==> src/rtl/morse_character_keyer_core_assert.svh <==
// assertion macros shared by the morse keyer rtl
// no dependencies; included by the modules that carry assertions
`ifndef MORSE_CHARACTER_KEYER_CORE_ASSERT_SVH
`define MORSE_CHARACTER_KEYER_CORE_ASSERT_SVH
`ifndef SYNTHESIS
`define MCK_ASSERT_IMP(lbl, clk, rst_n, ante, cons, msg) \
    lbl: assert property (@(posedge clk) disable iff (!rst_n) (ante) |-> (cons)) \
        else $error(msg);
`define MCK_ASSERT_NXT(lbl, clk, rst_n, ante, cons, msg) \
    lbl: assert property (@(posedge clk) disable iff (!rst_n) (ante) |=> (cons)) \
        else $error(msg);
`else
`define MCK_ASSERT_IMP(lbl, clk, rst_n, ante, cons, msg)
`define MCK_ASSERT_NXT(lbl, clk, rst_n, ante, cons, msg)
`endif
`endif

==> src/rtl/mck_pkg.sv <==
// shared types, constants and the morse code table for the keyer
// no dependencies
`default_nettype none

package mck_pkg;

    localparam int CHAR_W = 8;
    localparam int DOT_W  = 11;
    localparam int DUR_W  = 13;
    localparam int CODE_W = 7;

    localparam logic [CHAR_W-1:0] CHAR_SPACE    = 8'h20;
    localparam logic [CHAR_W-1:0] CHAR_BACKTICK = 8'h60;
    localparam logic [CHAR_W-1:0] CHAR_LOWER_A  = 8'h61;
    localparam logic [CHAR_W-1:0] CHAR_LOWER_Z  = 8'h7A;
    localparam logic [CHAR_W-1:0] CASE_OFFSET   = 8'h20;

    localparam logic [DOT_W-1:0] DOT_RESET = 11'd60;

    typedef enum logic [1:0] {
        ITEM_REJECT,
        ITEM_SPACE,
        ITEM_CODE
    } item_kind_t;

    typedef struct packed {
        item_kind_t          kind;
        logic [CODE_W-1:0]   code;
    } q_entry_t;

    // lsb first, 1 = dash, guard bit above the last element, 0 = no code
    function automatic logic [CODE_W-1:0] code_lookup(input logic [5:0] idx);
        logic [CODE_W-1:0] c;
        unique case (idx)
            6'd0:  c = 7'h00; 6'd1:  c = 7'h35; 6'd2:  c = 7'h52; 6'd3:  c = 7'h00;
            6'd4:  c = 7'h00; 6'd5:  c = 7'h00; 6'd6:  c = 7'h00; 6'd7:  c = 7'h5E;
            6'd8:  c = 7'h2D; 6'd9:  c = 7'h6D; 6'd10: c = 7'h00; 6'd11: c = 7'h2A;
            6'd12: c = 7'h73; 6'd13: c = 7'h61; 6'd14: c = 7'h6A; 6'd15: c = 7'h29;
            6'd16: c = 7'h3F; 6'd17: c = 7'h3E; 6'd18: c = 7'h3C; 6'd19: c = 7'h38;
            6'd20: c = 7'h30; 6'd21: c = 7'h20; 6'd22: c = 7'h21; 6'd23: c = 7'h23;
            6'd24: c = 7'h27; 6'd25: c = 7'h2F; 6'd26: c = 7'h47; 6'd27: c = 7'h00;
            6'd28: c = 7'h00; 6'd29: c = 7'h31; 6'd30: c = 7'h00; 6'd31: c = 7'h4C;
            6'd32: c = 7'h56; 6'd33: c = 7'h06; 6'd34: c = 7'h11; 6'd35: c = 7'h15;
            6'd36: c = 7'h09; 6'd37: c = 7'h02; 6'd38: c = 7'h14; 6'd39: c = 7'h0B;
            6'd40: c = 7'h10; 6'd41: c = 7'h04; 6'd42: c = 7'h1E; 6'd43: c = 7'h0D;
            6'd44: c = 7'h12; 6'd45: c = 7'h07; 6'd46: c = 7'h05; 6'd47: c = 7'h0F;
            6'd48: c = 7'h16; 6'd49: c = 7'h1B; 6'd50: c = 7'h0A; 6'd51: c = 7'h08;
            6'd52: c = 7'h03; 6'd53: c = 7'h0C; 6'd54: c = 7'h18; 6'd55: c = 7'h0E;
            6'd56: c = 7'h19; 6'd57: c = 7'h1D; 6'd58: c = 7'h13; 6'd59: c = 7'h00;
            6'd60: c = 7'h00; 6'd61: c = 7'h00; 6'd62: c = 7'h68; 6'd63: c = 7'h35;
            default: c = 7'h00;
        endcase
        return c;
    endfunction

endpackage

`default_nettype wire

==> src/rtl/mck_front.sv <==
// front end: accepts characters, folds case and classifies them
// depends on mck_pkg
`default_nettype none

module mck_front (
    input  wire logic                        in_valid,
    output logic                             in_stall,
    input  wire logic [mck_pkg::CHAR_W-1:0]  char_code,
    input  wire logic                        q_full,
    output logic                             q_push,
    output mck_pkg::q_entry_t                q_entry
);

    logic [mck_pkg::CHAR_W-1:0] upper_char;
    logic [mck_pkg::CHAR_W-1:0] table_off;
    logic [mck_pkg::CODE_W-1:0] code;
    logic                       out_of_range;

    assign in_stall = q_full;
    assign q_push   = in_valid && !q_full;

    assign out_of_range = (char_code < mck_pkg::CHAR_SPACE) ||
                          (char_code == mck_pkg::CHAR_BACKTICK) ||
                          (char_code > mck_pkg::CHAR_LOWER_Z);

    // lower case folds onto upper case
    assign upper_char = (char_code >= mck_pkg::CHAR_LOWER_A) ?
                        (char_code - mck_pkg::CASE_OFFSET) : char_code;
    assign table_off  = upper_char - mck_pkg::CHAR_SPACE;
    assign code       = mck_pkg::code_lookup(table_off[5:0]);

    always_comb
    begin
        q_entry.code = code;
        priority if (out_of_range)
        begin
            q_entry.kind = mck_pkg::ITEM_REJECT;
        end
        else if (char_code == mck_pkg::CHAR_SPACE)
        begin
            q_entry.kind = mck_pkg::ITEM_SPACE;
        end
        else if (code == '0)
        begin
            q_entry.kind = mck_pkg::ITEM_REJECT;
        end
        else
        begin
            q_entry.kind = mck_pkg::ITEM_CODE;
        end
    end

endmodule

`default_nettype wire

==> src/rtl/mck_queue.sv <==
// short word queue between the front end and the segment sequencer
// depends on mck_pkg
`default_nettype none

module mck_queue #(
    parameter int DEPTH = 2
) (
    input  wire logic               clk,
    input  wire logic               rst_n,
    input  wire logic               push,
    input  wire mck_pkg::q_entry_t  push_entry,
    output logic                    full,
    input  wire logic               pop,
    output logic                    valid,
    output mck_pkg::q_entry_t       entry
);

    localparam int PTR_W = (DEPTH > 1) ? $clog2(DEPTH) : 1;
    localparam int CNT_W = $clog2(DEPTH + 1);

    mck_pkg::q_entry_t slot_reg [DEPTH];
    logic [PTR_W-1:0]  wr_ptr_reg;
    logic [PTR_W-1:0]  wr_ptr_next;
    logic [PTR_W-1:0]  rd_ptr_reg;
    logic [PTR_W-1:0]  rd_ptr_next;
    logic [CNT_W-1:0]  count_reg;
    logic [CNT_W-1:0]  count_next;

    assign full  = (count_reg == CNT_W'(DEPTH));
    assign valid = (count_reg != '0);
    assign entry = slot_reg[rd_ptr_reg];

    always_comb
    begin
        wr_ptr_next = wr_ptr_reg;
        rd_ptr_next = rd_ptr_reg;
        count_next  = count_reg;
        if (push)
        begin
            wr_ptr_next = (wr_ptr_reg == PTR_W'(DEPTH - 1)) ? '0 : wr_ptr_reg + 1'b1;
        end
        if (pop)
        begin
            rd_ptr_next = (rd_ptr_reg == PTR_W'(DEPTH - 1)) ? '0 : rd_ptr_reg + 1'b1;
        end
        if (push && !pop)
        begin
            count_next = count_reg + 1'b1;
        end
        else if (pop && !push)
        begin
            count_next = count_reg - 1'b1;
        end
    end

    always_ff @(posedge clk or negedge rst_n)
    begin
        if (!rst_n)
        begin
            wr_ptr_reg <= '0;
            rd_ptr_reg <= '0;
            count_reg  <= '0;
        end
        else
        begin
            wr_ptr_reg <= wr_ptr_next;
            rd_ptr_reg <= rd_ptr_next;
            count_reg  <= count_next;
        end
    end

    always_ff @(posedge clk)
    begin
        if (push)
        begin
            slot_reg[wr_ptr_reg] <= push_entry;
        end
    end

endmodule

`default_nettype wire

==> src/rtl/mck_back.sv <==
// back end: steps through a code word and emits keyed segments
// depends on mck_pkg and morse_character_keyer_core_assert.svh
`default_nettype none
`include "morse_character_keyer_core_assert.svh"

module mck_back (
    input  wire logic                        clk,
    input  wire logic                        rst_n,
    input  wire logic [mck_pkg::DOT_W-1:0]   dot_length_ms,
    input  wire logic                        q_valid,
    input  wire mck_pkg::q_entry_t           q_entry,
    output logic                             q_pop,
    output logic                             out_valid,
    input  wire logic                        out_stall,
    output logic                             key_on,
    output logic [mck_pkg::DUR_W-1:0]        duration_ms,
    output logic                             last,
    output logic                             rejected
);

    typedef enum logic {
        S_IDLE,
        S_MARK
    } state_t;

    state_t                      state_reg;
    state_t                      state_next;
    logic [mck_pkg::CODE_W-1:0]  code_reg;
    logic [mck_pkg::CODE_W-1:0]  code_next;
    logic                        gap_reg;
    logic                        gap_next;
    logic                        out_valid_reg;
    logic                        out_valid_next;
    logic                        out_key_on_reg;
    logic                        out_key_on_next;
    logic [mck_pkg::DUR_W-1:0]   out_dur_reg;
    logic [mck_pkg::DUR_W-1:0]   out_dur_next;
    logic                        out_last_reg;
    logic                        out_last_next;
    logic                        out_rejected_reg;
    logic                        out_rejected_next;

    logic                        load;
    logic [mck_pkg::DUR_W-1:0]   dot1;
    logic [mck_pkg::DUR_W-1:0]   dot2;
    logic [mck_pkg::DUR_W-1:0]   dot3;
    logic [mck_pkg::DUR_W-1:0]   dot4;

    assign dot1 = {{(mck_pkg::DUR_W - mck_pkg::DOT_W){1'b0}}, dot_length_ms};
    assign dot2 = dot1 << 1;
    assign dot4 = dot1 << 2;
    assign dot3 = dot2 + dot1;

    assign load = !out_valid_reg || !out_stall;

    always_comb
    begin
        state_next        = state_reg;
        code_next         = code_reg;
        gap_next          = gap_reg;
        out_valid_next    = out_valid_reg;
        out_key_on_next   = out_key_on_reg;
        out_dur_next      = out_dur_reg;
        out_last_next     = out_last_reg;
        out_rejected_next = out_rejected_reg;
        q_pop             = 1'b0;
        unique case (state_reg)
            S_IDLE:
            begin
                if (load)
                begin
                    out_valid_next = 1'b0;
                    if (q_valid)
                    begin
                        q_pop = 1'b1;
                        unique case (q_entry.kind)
                            mck_pkg::ITEM_SPACE:
                            begin
                                out_valid_next    = 1'b1;
                                out_key_on_next   = 1'b0;
                                out_dur_next      = dot4;
                                out_last_next     = 1'b1;
                                out_rejected_next = 1'b0;
                            end
                            mck_pkg::ITEM_CODE:
                            begin
                                state_next = S_MARK;
                                code_next  = q_entry.code;
                                gap_next   = 1'b0;
                            end
                            default:
                            begin
                                out_valid_next    = 1'b1;
                                out_key_on_next   = 1'b0;
                                out_dur_next      = '0;
                                out_last_next     = 1'b1;
                                out_rejected_next = 1'b1;
                            end
                        endcase
                    end
                end
            end
            S_MARK:
            begin
                if (load)
                begin
                    out_valid_next    = 1'b1;
                    out_rejected_next = 1'b0;
                    if (gap_reg)
                    begin
                        out_key_on_next = 1'b0;
                        out_dur_next    = dot1;
                        out_last_next   = 1'b0;
                        code_next       = code_reg >> 1;
                        gap_next        = 1'b0;
                    end
                    else if (code_reg[mck_pkg::CODE_W-1:1] != '0)
                    begin
                        // dash on a one, dot on a zero
                        out_key_on_next = 1'b1;
                        out_dur_next    = code_reg[0] ? dot3 : dot1;
                        out_last_next   = 1'b0;
                        gap_next        = 1'b1;
                    end
                    else
                    begin
                        // guard bit reached: letter gap closes the character
                        out_key_on_next = 1'b0;
                        out_dur_next    = dot2;
                        out_last_next   = 1'b1;
                        state_next      = S_IDLE;
                    end
                end
            end
            default:
            begin
                state_next = S_IDLE;
            end
        endcase
    end

    always_ff @(posedge clk or negedge rst_n)
    begin
        if (!rst_n)
        begin
            state_reg        <= S_IDLE;
            code_reg         <= '0;
            gap_reg          <= 1'b0;
            out_valid_reg    <= 1'b0;
            out_key_on_reg   <= 1'b0;
            out_dur_reg      <= '0;
            out_last_reg     <= 1'b0;
            out_rejected_reg <= 1'b0;
        end
        else
        begin
            state_reg        <= state_next;
            code_reg         <= code_next;
            gap_reg          <= gap_next;
            out_valid_reg    <= out_valid_next;
            out_key_on_reg   <= out_key_on_next;
            out_dur_reg      <= out_dur_next;
            out_last_reg     <= out_last_next;
            out_rejected_reg <= out_rejected_next;
        end
    end

    assign out_valid   = out_valid_reg;
    assign key_on      = out_key_on_reg;
    assign duration_ms = out_dur_reg;
    assign last        = out_last_reg;
    assign rejected    = out_rejected_reg;

    `MCK_ASSERT_IMP(a_reject_form, clk, rst_n, out_valid_reg && out_rejected_reg,
        out_last_reg && !out_key_on_reg && (out_dur_reg == '0), "bad rejected word")
    `MCK_ASSERT_IMP(a_mark_not_last, clk, rst_n, out_valid_reg && out_key_on_reg,
        !out_last_reg && !out_rejected_reg, "key-on word marked last or rejected")
    `MCK_ASSERT_IMP(a_element_then_gap, clk, rst_n,
        (state_reg == S_MARK) && !gap_reg && out_valid_reg, !out_key_on_reg,
        "element not followed by gap")
    `MCK_ASSERT_NXT(a_pop_progress, clk, rst_n, q_pop,
        out_valid_reg || (state_reg == S_MARK), "popped word produced nothing")

endmodule

`default_nettype wire

==> src/rtl/morse_character_keyer_core.sv <==
// morse keyer top level: apb register, front end, queue and segment sequencer
// depends on mck_pkg, mck_front, mck_queue, mck_back
//
// usage: one ascii character enters per word on in_valid/in_stall/char_code.
// each character yields keyed segments on out_valid/out_stall with key_on,
// duration_ms, last and rejected; last marks the final segment of a character.
// a letter of n elements gives 2n+1 segments, a space or an unsupported
// character gives exactly one.
// first segments pass the queue and the segment register; a letter's also
// waits for its code word to load. throughput: the sequencer emits one
// segment per cycle unless out_stall holds it, but a letter's load emits
// none, and it takes a character only after the last segment of the one
// before. the input queue absorbs QUEUE_DEPTH characters meanwhile.
// dot_length_ms sits at apb address 0; write it only while the block is idle.
// reset: queue and sequencer empty, no segment valid, dot length 60 ms.
// receiver stall: the segment register holds; the sequencer waits, and
// in_stall rises once the queue fills.
`default_nettype none

module morse_character_keyer_core #(
    parameter int QUEUE_DEPTH = 2
) (
    input  wire logic                        clk,
    input  wire logic                        rst_n,
    input  wire logic                        psel,
    input  wire logic                        penable,
    input  wire logic                        pwrite,
    input  wire logic [2:0]                  paddr,
    input  wire logic [31:0]                 pwdata,
    output logic [31:0]                      prdata,
    output logic                             pready,
    input  wire logic                        in_valid,
    output logic                             in_stall,
    input  wire logic [mck_pkg::CHAR_W-1:0]  char_code,
    output logic                             out_valid,
    input  wire logic                        out_stall,
    output logic                             key_on,
    output logic [mck_pkg::DUR_W-1:0]        duration_ms,
    output logic                             last,
    output logic                             rejected
);

    localparam logic REG_DOT_LENGTH = 1'b0;

    logic [mck_pkg::DOT_W-1:0] dot_length_reg;
    logic                      cfg_write;
    logic                      q_full;
    logic                      q_push;
    logic                      q_pop;
    logic                      q_valid;
    mck_pkg::q_entry_t         push_entry;
    mck_pkg::q_entry_t         head_entry;

    assign pready    = 1'b1;
    assign cfg_write = psel && penable && pwrite && (paddr[2] == REG_DOT_LENGTH);
    assign prdata    = (paddr[2] == REG_DOT_LENGTH) ?
                       {{(32 - mck_pkg::DOT_W){1'b0}}, dot_length_reg} : 32'd0;

    always_ff @(posedge clk or negedge rst_n)
    begin
        if (!rst_n)
        begin
            dot_length_reg <= mck_pkg::DOT_RESET;
        end
        else if (cfg_write)
        begin
            dot_length_reg <= pwdata[mck_pkg::DOT_W-1:0];
        end
    end

    mck_front u_front (
        .in_valid  (in_valid),
        .in_stall  (in_stall),
        .char_code (char_code),
        .q_full    (q_full),
        .q_push    (q_push),
        .q_entry   (push_entry)
    );

    mck_queue #(
        .DEPTH (QUEUE_DEPTH)
    ) u_queue (
        .clk        (clk),
        .rst_n      (rst_n),
        .push       (q_push),
        .push_entry (push_entry),
        .full       (q_full),
        .pop        (q_pop),
        .valid      (q_valid),
        .entry      (head_entry)
    );

    mck_back u_back (
        .clk           (clk),
        .rst_n         (rst_n),
        .dot_length_ms (dot_length_reg),
        .q_valid       (q_valid),
        .q_entry       (head_entry),
        .q_pop         (q_pop),
        .out_valid     (out_valid),
        .out_stall     (out_stall),
        .key_on        (key_on),
        .duration_ms   (duration_ms),
        .last          (last),
        .rejected      (rejected)
    );

endmodule

`default_nettype wire

==> config.mk <==
export PLATFORM = sky130hd
export DESIGN_NAME = morse_character_keyer_core
export DESIGN_NICKNAME = d
export VERILOG_FILES = /design/src/rtl/mck_pkg.sv /design/src/rtl/mck_front.sv /design/src/rtl/mck_queue.sv /design/src/rtl/mck_back.sv /design/src/rtl/morse_character_keyer_core.sv
export VERILOG_INCLUDE_DIRS = /design/src /design/src/rtl
export SDC_FILE = /design/constraint.sdc
export NUM_CORES = 1
export LEC_CHECK = 0
export BUFFER_PORTS_ARGS = -buffer_cell sky130_fd_sc_hd__buf_2
export CELL_PAD_IN_SITES_DETAIL_PLACEMENT = 0
export CELL_PAD_IN_SITES_GLOBAL_PLACEMENT = 1
export CORE_UTILIZATION = 40
export CTS_BUF_LIST = sky130_fd_sc_hd__clkbuf_4 sky130_fd_sc_hd__clkbuf_8 sky130_fd_sc_hd__clkbuf_16
export DETAILED_ROUTE_END_ITERATION = 8
export PLACE_DENSITY_LB_ADDON = 0.1
export SYNTH_ARGS = -nofsm -noshare
export SYNTH_HDL_FRONTEND = slang
export SYNTH_SLANG_ARGS = --single-unit
==> constraint.sdc <==
create_clock -name clk -period 3.4 [get_ports clk]
set_input_delay 0.34 -clock clk [delete_from_list [all_inputs] [get_ports clk]]
set_output_delay 0.34 -clock clk [all_outputs]
set_load 0.1 [all_outputs]
Yosys cells after proc, flatten, opt, wreduce, memory -nomap -nowiden
Memories as Yosys holds them, arrays and structs flattened.
Index checks and enable logic that the tools add are counted.
{"block": "classes", "muxes": 62, "n_addsub": 7, "bitwise": 2, "reduce_logical": 22, "eq_ne": 11, "order_cmp": 3}
{"operator": "13-bit 2-to-1 mux", "count": 6}
{"operator": "13-bit case mux with 2 select lines", "count": 2}
{"operator": "7-bit 2-to-1 mux", "count": 5}
{"operator": "1-bit 2-to-1 mux", "count": 34}
{"operator": "1-bit case mux with 2 select lines", "count": 7}
{"operator": "7-bit case mux with 2 select lines", "count": 1}
{"operator": "12-bit by 11-bit adder with 13-bit output", "count": 1}
{"operator": "6-bit subtractor (second input constant)", "count": 2}
{"operator": "11-bit 2-to-1 mux", "count": 1}
{"operator": "2-bit 2-to-1 mux", "count": 5}
{"operator": "2-bit != test (second input constant)", "count": 5}
{"operator": "8-bit by 6-bit equality test with 1-bit output (second input constant)", "count": 1}
{"operator": "8-bit by 7-bit equality test with 1-bit output (second input constant)", "count": 1}
{"operator": "8-bit by 7-bit greater-or-equal comparator with 1-bit output (second input constant)", "count": 1}
{"operator": "8-bit by 7-bit > comparator with 1-bit output (second input constant)", "count": 1}
{"operator": "8-bit by 6-bit less-than comparator with 1-bit output (second input constant)", "count": 1}
{"operator": "4-bit AND reduction", "count": 2}
{"operator": "7-bit logical NOT", "count": 1}
{"operator": "1-bit logical AND", "count": 6}
{"operator": "6-bit 2-to-1 mux", "count": 1}
{"operator": "6-bit nonzero test", "count": 1}
{"operator": "1-bit logical NOT", "count": 5}
{"operator": "5-bit AND reduction", "count": 1}
{"operator": "2-bit equality test (second input constant)", "count": 2}
{"operator": "other kinds (9)", "count": 14}
{"block": "totals", "output_inout_bits": 51, "mem_count": 2, "ram_bits": 18, "in_bits": 50, "mem_bits_ro": 448, "register_bits": 41, "word_cells": 121}
{"memory": "(name not given)", "words": 64, "width": 7, "read_ports": 1, "rd_ports_with_merged_regs": 0, "write_ports": 0, "line": "mck_pkg.sv:34", "rtl": "unique case (idx)"}
{"memory": "u_queue.slot_reg", "words": 2, "width": 9, "read_ports": 1, "rd_ports_with_merged_regs": 0, "write_ports": 1, "line": "mck_queue.sv:21", "rtl": "mck_pkg::q_entry_t slot_reg [DEPTH];"}

Longest topological paths before layout
An unclocked memory read counts as a cell.
{"block": "logic_depth", "ltp_word": 8, "ltp_mapped": 10}

By module
From an unflattened synthesis, not the netlist that was laid out.
{"block": "hier_totals", "hier_cells": 494, "hier_area_um2": 4680.7}
{"module": "mck_back", "cells_per_inst": 259, "seq_area_each_um2": 650.6, "instances": 1, "area_each_um2": 2183.3}
{"module": "mck_front", "cells_per_inst": 131, "seq_area_each_um2": 0.0, "instances": 1, "area_each_um2": 929.6}
{"module": "mck_queue", "cells_per_inst": 44, "seq_area_each_um2": 640.6, "instances": 1, "area_each_um2": 844.6}
{"module": "morse_character_keyer_core", "cells_per_inst": 60, "seq_area_each_um2": 280.3, "instances": 1, "area_each_um2": 723.2}

Worst setup path before layout
OpenSTA, ideal clock, no wires.
{"block": "synth_path", "path_type": "input -> register", "from": "input port char_code[1] (netlist bit)", "to": "memory u_queue.slot_reg[0][8] (netlist bit), data pin", "path_stages": 10, "slack_ns": 1.074, "required_time_ns": 3.142, "arrival_ns": 2.068, "path_buffers": 1, "path_cell_list": "buf_2 > inv_1 > ha_1 > nor4_2 > a311oi_2 > a21oi_2 > mux2_4 > nor2_2 > nand3_1 > o21a_1"}
{"item": "start, declared", "line": "morse_character_keyer_core.sv:34", "rtl": "input wire logic [mck_pkg::CHAR_W-1:0] char_code,"}
{"item": "end, declared", "line": "mck_queue.sv:21"}

Worst setup path after layout
{"block": "layout_path", "from": "register dot_length_reg[0] (netlist bit)", "to": "register u_back.out_dur_reg (netlist bit u_back.duration_ms[9])"}
{"block": "layout_between", "elab_chain_len": 6}
{"item": "start, declared", "line": "morse_character_keyer_core.sv:45", "rtl": "logic [mck_pkg::DOT_W-1:0] dot_length_reg;"}
{"item": "start signal, assigned", "line": "morse_character_keyer_core.sv:63", "rtl": "dot_length_reg <= mck_pkg::DOT_RESET;"}
{"item": "start signal, assigned", "line": "morse_character_keyer_core.sv:67", "rtl": "dot_length_reg <= pwdata[mck_pkg::DOT_W-1:0];"}
{"item": "12-bit by 11-bit adder with 13-bit output", "line": "mck_back.sv:52", "rtl": "assign dot3 = dot2 + dot1;"}
{"item": "13-bit 2-to-1 mux", "line": "mck_back.sv:121", "rtl": "out_dur_next = code_reg[0] ? dot3 : dot1;"}
{"item": "13-bit 2-to-1 mux", "line": "mck_back.sv:117", "rtl": "else if (code_reg[mck_pkg::CODE_W-1:1] != '0)"}
{"item": "13-bit 2-to-1 mux", "line": "mck_back.sv:109", "rtl": "if (gap_reg)"}
{"item": "13-bit 2-to-1 mux", "line": "mck_back.sv:105", "rtl": "if (load)"}
{"item": "13-bit case mux with 2 select lines", "line": "mck_back.sv:67", "rtl": "unique case (state_reg)"}
{"item": "end signal, assigned", "line": "mck_back.sv:162", "rtl": "out_dur_reg <= out_dur_next;"}
{"item": "end, declared", "line": "mck_back.sv:36", "rtl": "logic [mck_pkg::DUR_W-1:0] out_dur_reg;"}
Every way passes these cells. The select of a mux whose other input is x is not followed.
A chain may end at the register's enable or synchronous reset.

==> run metrics <==
peak supply drop=0.603 mV; IO buf count=55; register area share after synthesis=36.4%; syn_area_per_cell=9.10 um^2; WL final=10500 um; Net count, final=594; Initial Utilization=41.6%; Power Total=4.37 mW; layout cell share with drive strength beyond 1=20.3%; DP Wirelength=7700 um; first-pass GRT wire length=17500 um; RD Place Congestion=0.889; number of synthesized flops with an enable pin=18; Fill cells=1043; Post-CTS Hold Fix Bufs=0; DR iter-0 viols=173; number of distinct library cells after synthesis=73; initial antenna violation count=0; Die X=106 um; Remaining DRCs=0; Row Count=37; CTS tree=yes; GRT Overall Usage=19.7%; Arr. time, crit path=2710 ps; clock root buffer=clkbuf_8; run status=completed; Leakage Power=2.16 nW; critical-path maximum fanout=6; first-pass iteration count of the detailed router=7; Sink Count=59; Worst EP required=3650 ps; Clk Latency, worst-skew pair=340 ps; postcts setup bufs=0; via count=3630; via density per instance=5.48; kind of end point of the critical path=register; Synth Warn #=0; Clock Tree Buf Depth=2; max reg flops=18; final worst-path cycle share=72.3%; final worst setup slack=943 ps; worst slew pin tran=970 ps; most used flip-flop cell after synthesis=dfrtp_1; # setup viols final=0; commonest non-fill, non-tap cell in the layout=buf_2; post-layout util=46.1%; Die Area=11200 um^2; routed len/inst=15.8 um; most frequent cells in the layout=55 x buf_2, 41 x nor2_1, 39 x a21oi_1, 38 x nand2_1, 37 x dfrtp_1; dpl ws=666 ps; Syn Std Cell Area=4310 um^2; RSZ-0062 raised after global routing=false; number of CTS-inserted buffers=9; largest net degree at the start of global routing=42; Worst Hold Class=input port to async pin; Multi-input gate area=2470 um^2; die height=106 um; worst setup path class=register to register; Reg area=1570 um^2; fmax=407 MHz; Antenna Cells=0; post-CTS sizing=0; Pins Over Slew Limit=0; CTS H-tree depth=3; gr ovfl total=0; CTS clk-pin slew, worst paths=70 ps; Gate Count Post-Synth=474; final hold violation count=0; IO Count=101; critical path startpoint category=register; Setup TNS Final=0 ps; area delta synth->final=10.9%; Antenna Nets Post-Route=0; vias in the first global route=3451; Layout Skew=11.0 ps; Core Region=10400 um^2; WHS=154 ps; max cap viols=0; relative slew slack=35.3%; PD cells=914 nW/um^2; Yosys reg bits=59; Tmin final=2460 ps; Async SR Flop Fraction=69.5%
## cells in the mapped netlist (8+ instances only)
master	n	share of area (%)
nor2b_1	16	2.3
nor3_1	8	0.93
nand2b_1	8	1.2
buf_2	11	1.3
mux2i_1	13	3.0
mux2_2	12	3.1
edfxtp_1	18	13
a31oi_1	9	1.3
dfrtp_1	37	21
a21oi_1	39	4.5
buf_4	24	4.2
nand2_1	38	3.3
a21o_1	10	1.7
nor2_1	41	3.6
ha_1	21	6.1
o21ai_1	17	2.0
inv_1	18	1.6
o21ai_0	14	1.6
## critical path: stages, from the launching register on
cell and delay, ps:
dfrtp_1 460, ha_1 240, inv_1 60, fa_1 380, nor2b_1 220, o31a_1 220, o21ai_1 110, a21oi_1 200
xor2_1 170, a21boi_1 90, o31ai_1 210
## path summary, 6_finish.rpt
check	from	end	slack, ps	cells past startpoint
worst min-delay path	rst_n	dot_length_reg[7]$_DFFE_PN0P_	150	1
max in group asynchronous	rst_n	u_back.duration_ms[6]$_DFFE_PN0P_	2640	1
worst max-delay path	dot_length_reg[0]$_DFFE_PN0P_	u_back.duration_ms[9]$_DFFE_PN0P_	940	10
worst min register to register	u_back.key_on$_DFFE_PN0P_	u_back.key_on$_DFFE_PN0P_	470	1
worst max register to register	dot_length_reg[0]$_DFFE_PN0P_	u_back.duration_ms[9]$_DFFE_PN0P_	940	10
min in group clk	pwdata[3]	dot_length_reg[3]$_DFFE_PN1P_	230	2
## area by class of cell
class	count	share of cell area, %
clock inverters	2	0.209
clock buffers	14	3.64
flip-flops and latches	59	32.9
repair buffers	60	6.54
multi-input cells	372	51.6
inverters	20	1.57
well taps	136	3.56
## routing by layer
layer  global-route usage, %  part of all wire, %
met2                    30.5                   46
met5                       0                    0
met1                    28.6                   48
met3                    2.41                  4.5
met4                    6.15                  1.0
## power breakdown
part / switching [mW] / internal (mW)
combinational: 1.79 / 0.724
sequential: 0.265 / 0.999
clock: 0.269 / 0.327
## per-stage QoR
stage                     instance area (um^2)  instances
after CTS                                 4780        663
after floorplan                           4390        494
final                                     4780        663
after global routing                      4780        663
after global placement                    4600        647
after detailed placement                  4600        647
## logic make-up after synthesis
| logic type | Yosys count | synth area share [%] |
|---|---|---|
| DFF | 59 | 36.4 |
| xor gates and xnor gates | 12 | 2.44 |
| other | 2 | 0.174 |
| muxes | 28 | 7.37 |
| and+or+nand+nor | 140 | 15.9 |
| buffers and inverters | 63 | 8.06 |
| adders and majority gates | 22 | 6.56 |
| AOI/OAI and AO/OA | 148 | 23.1 |
Power figures use the tool's default switching activity.
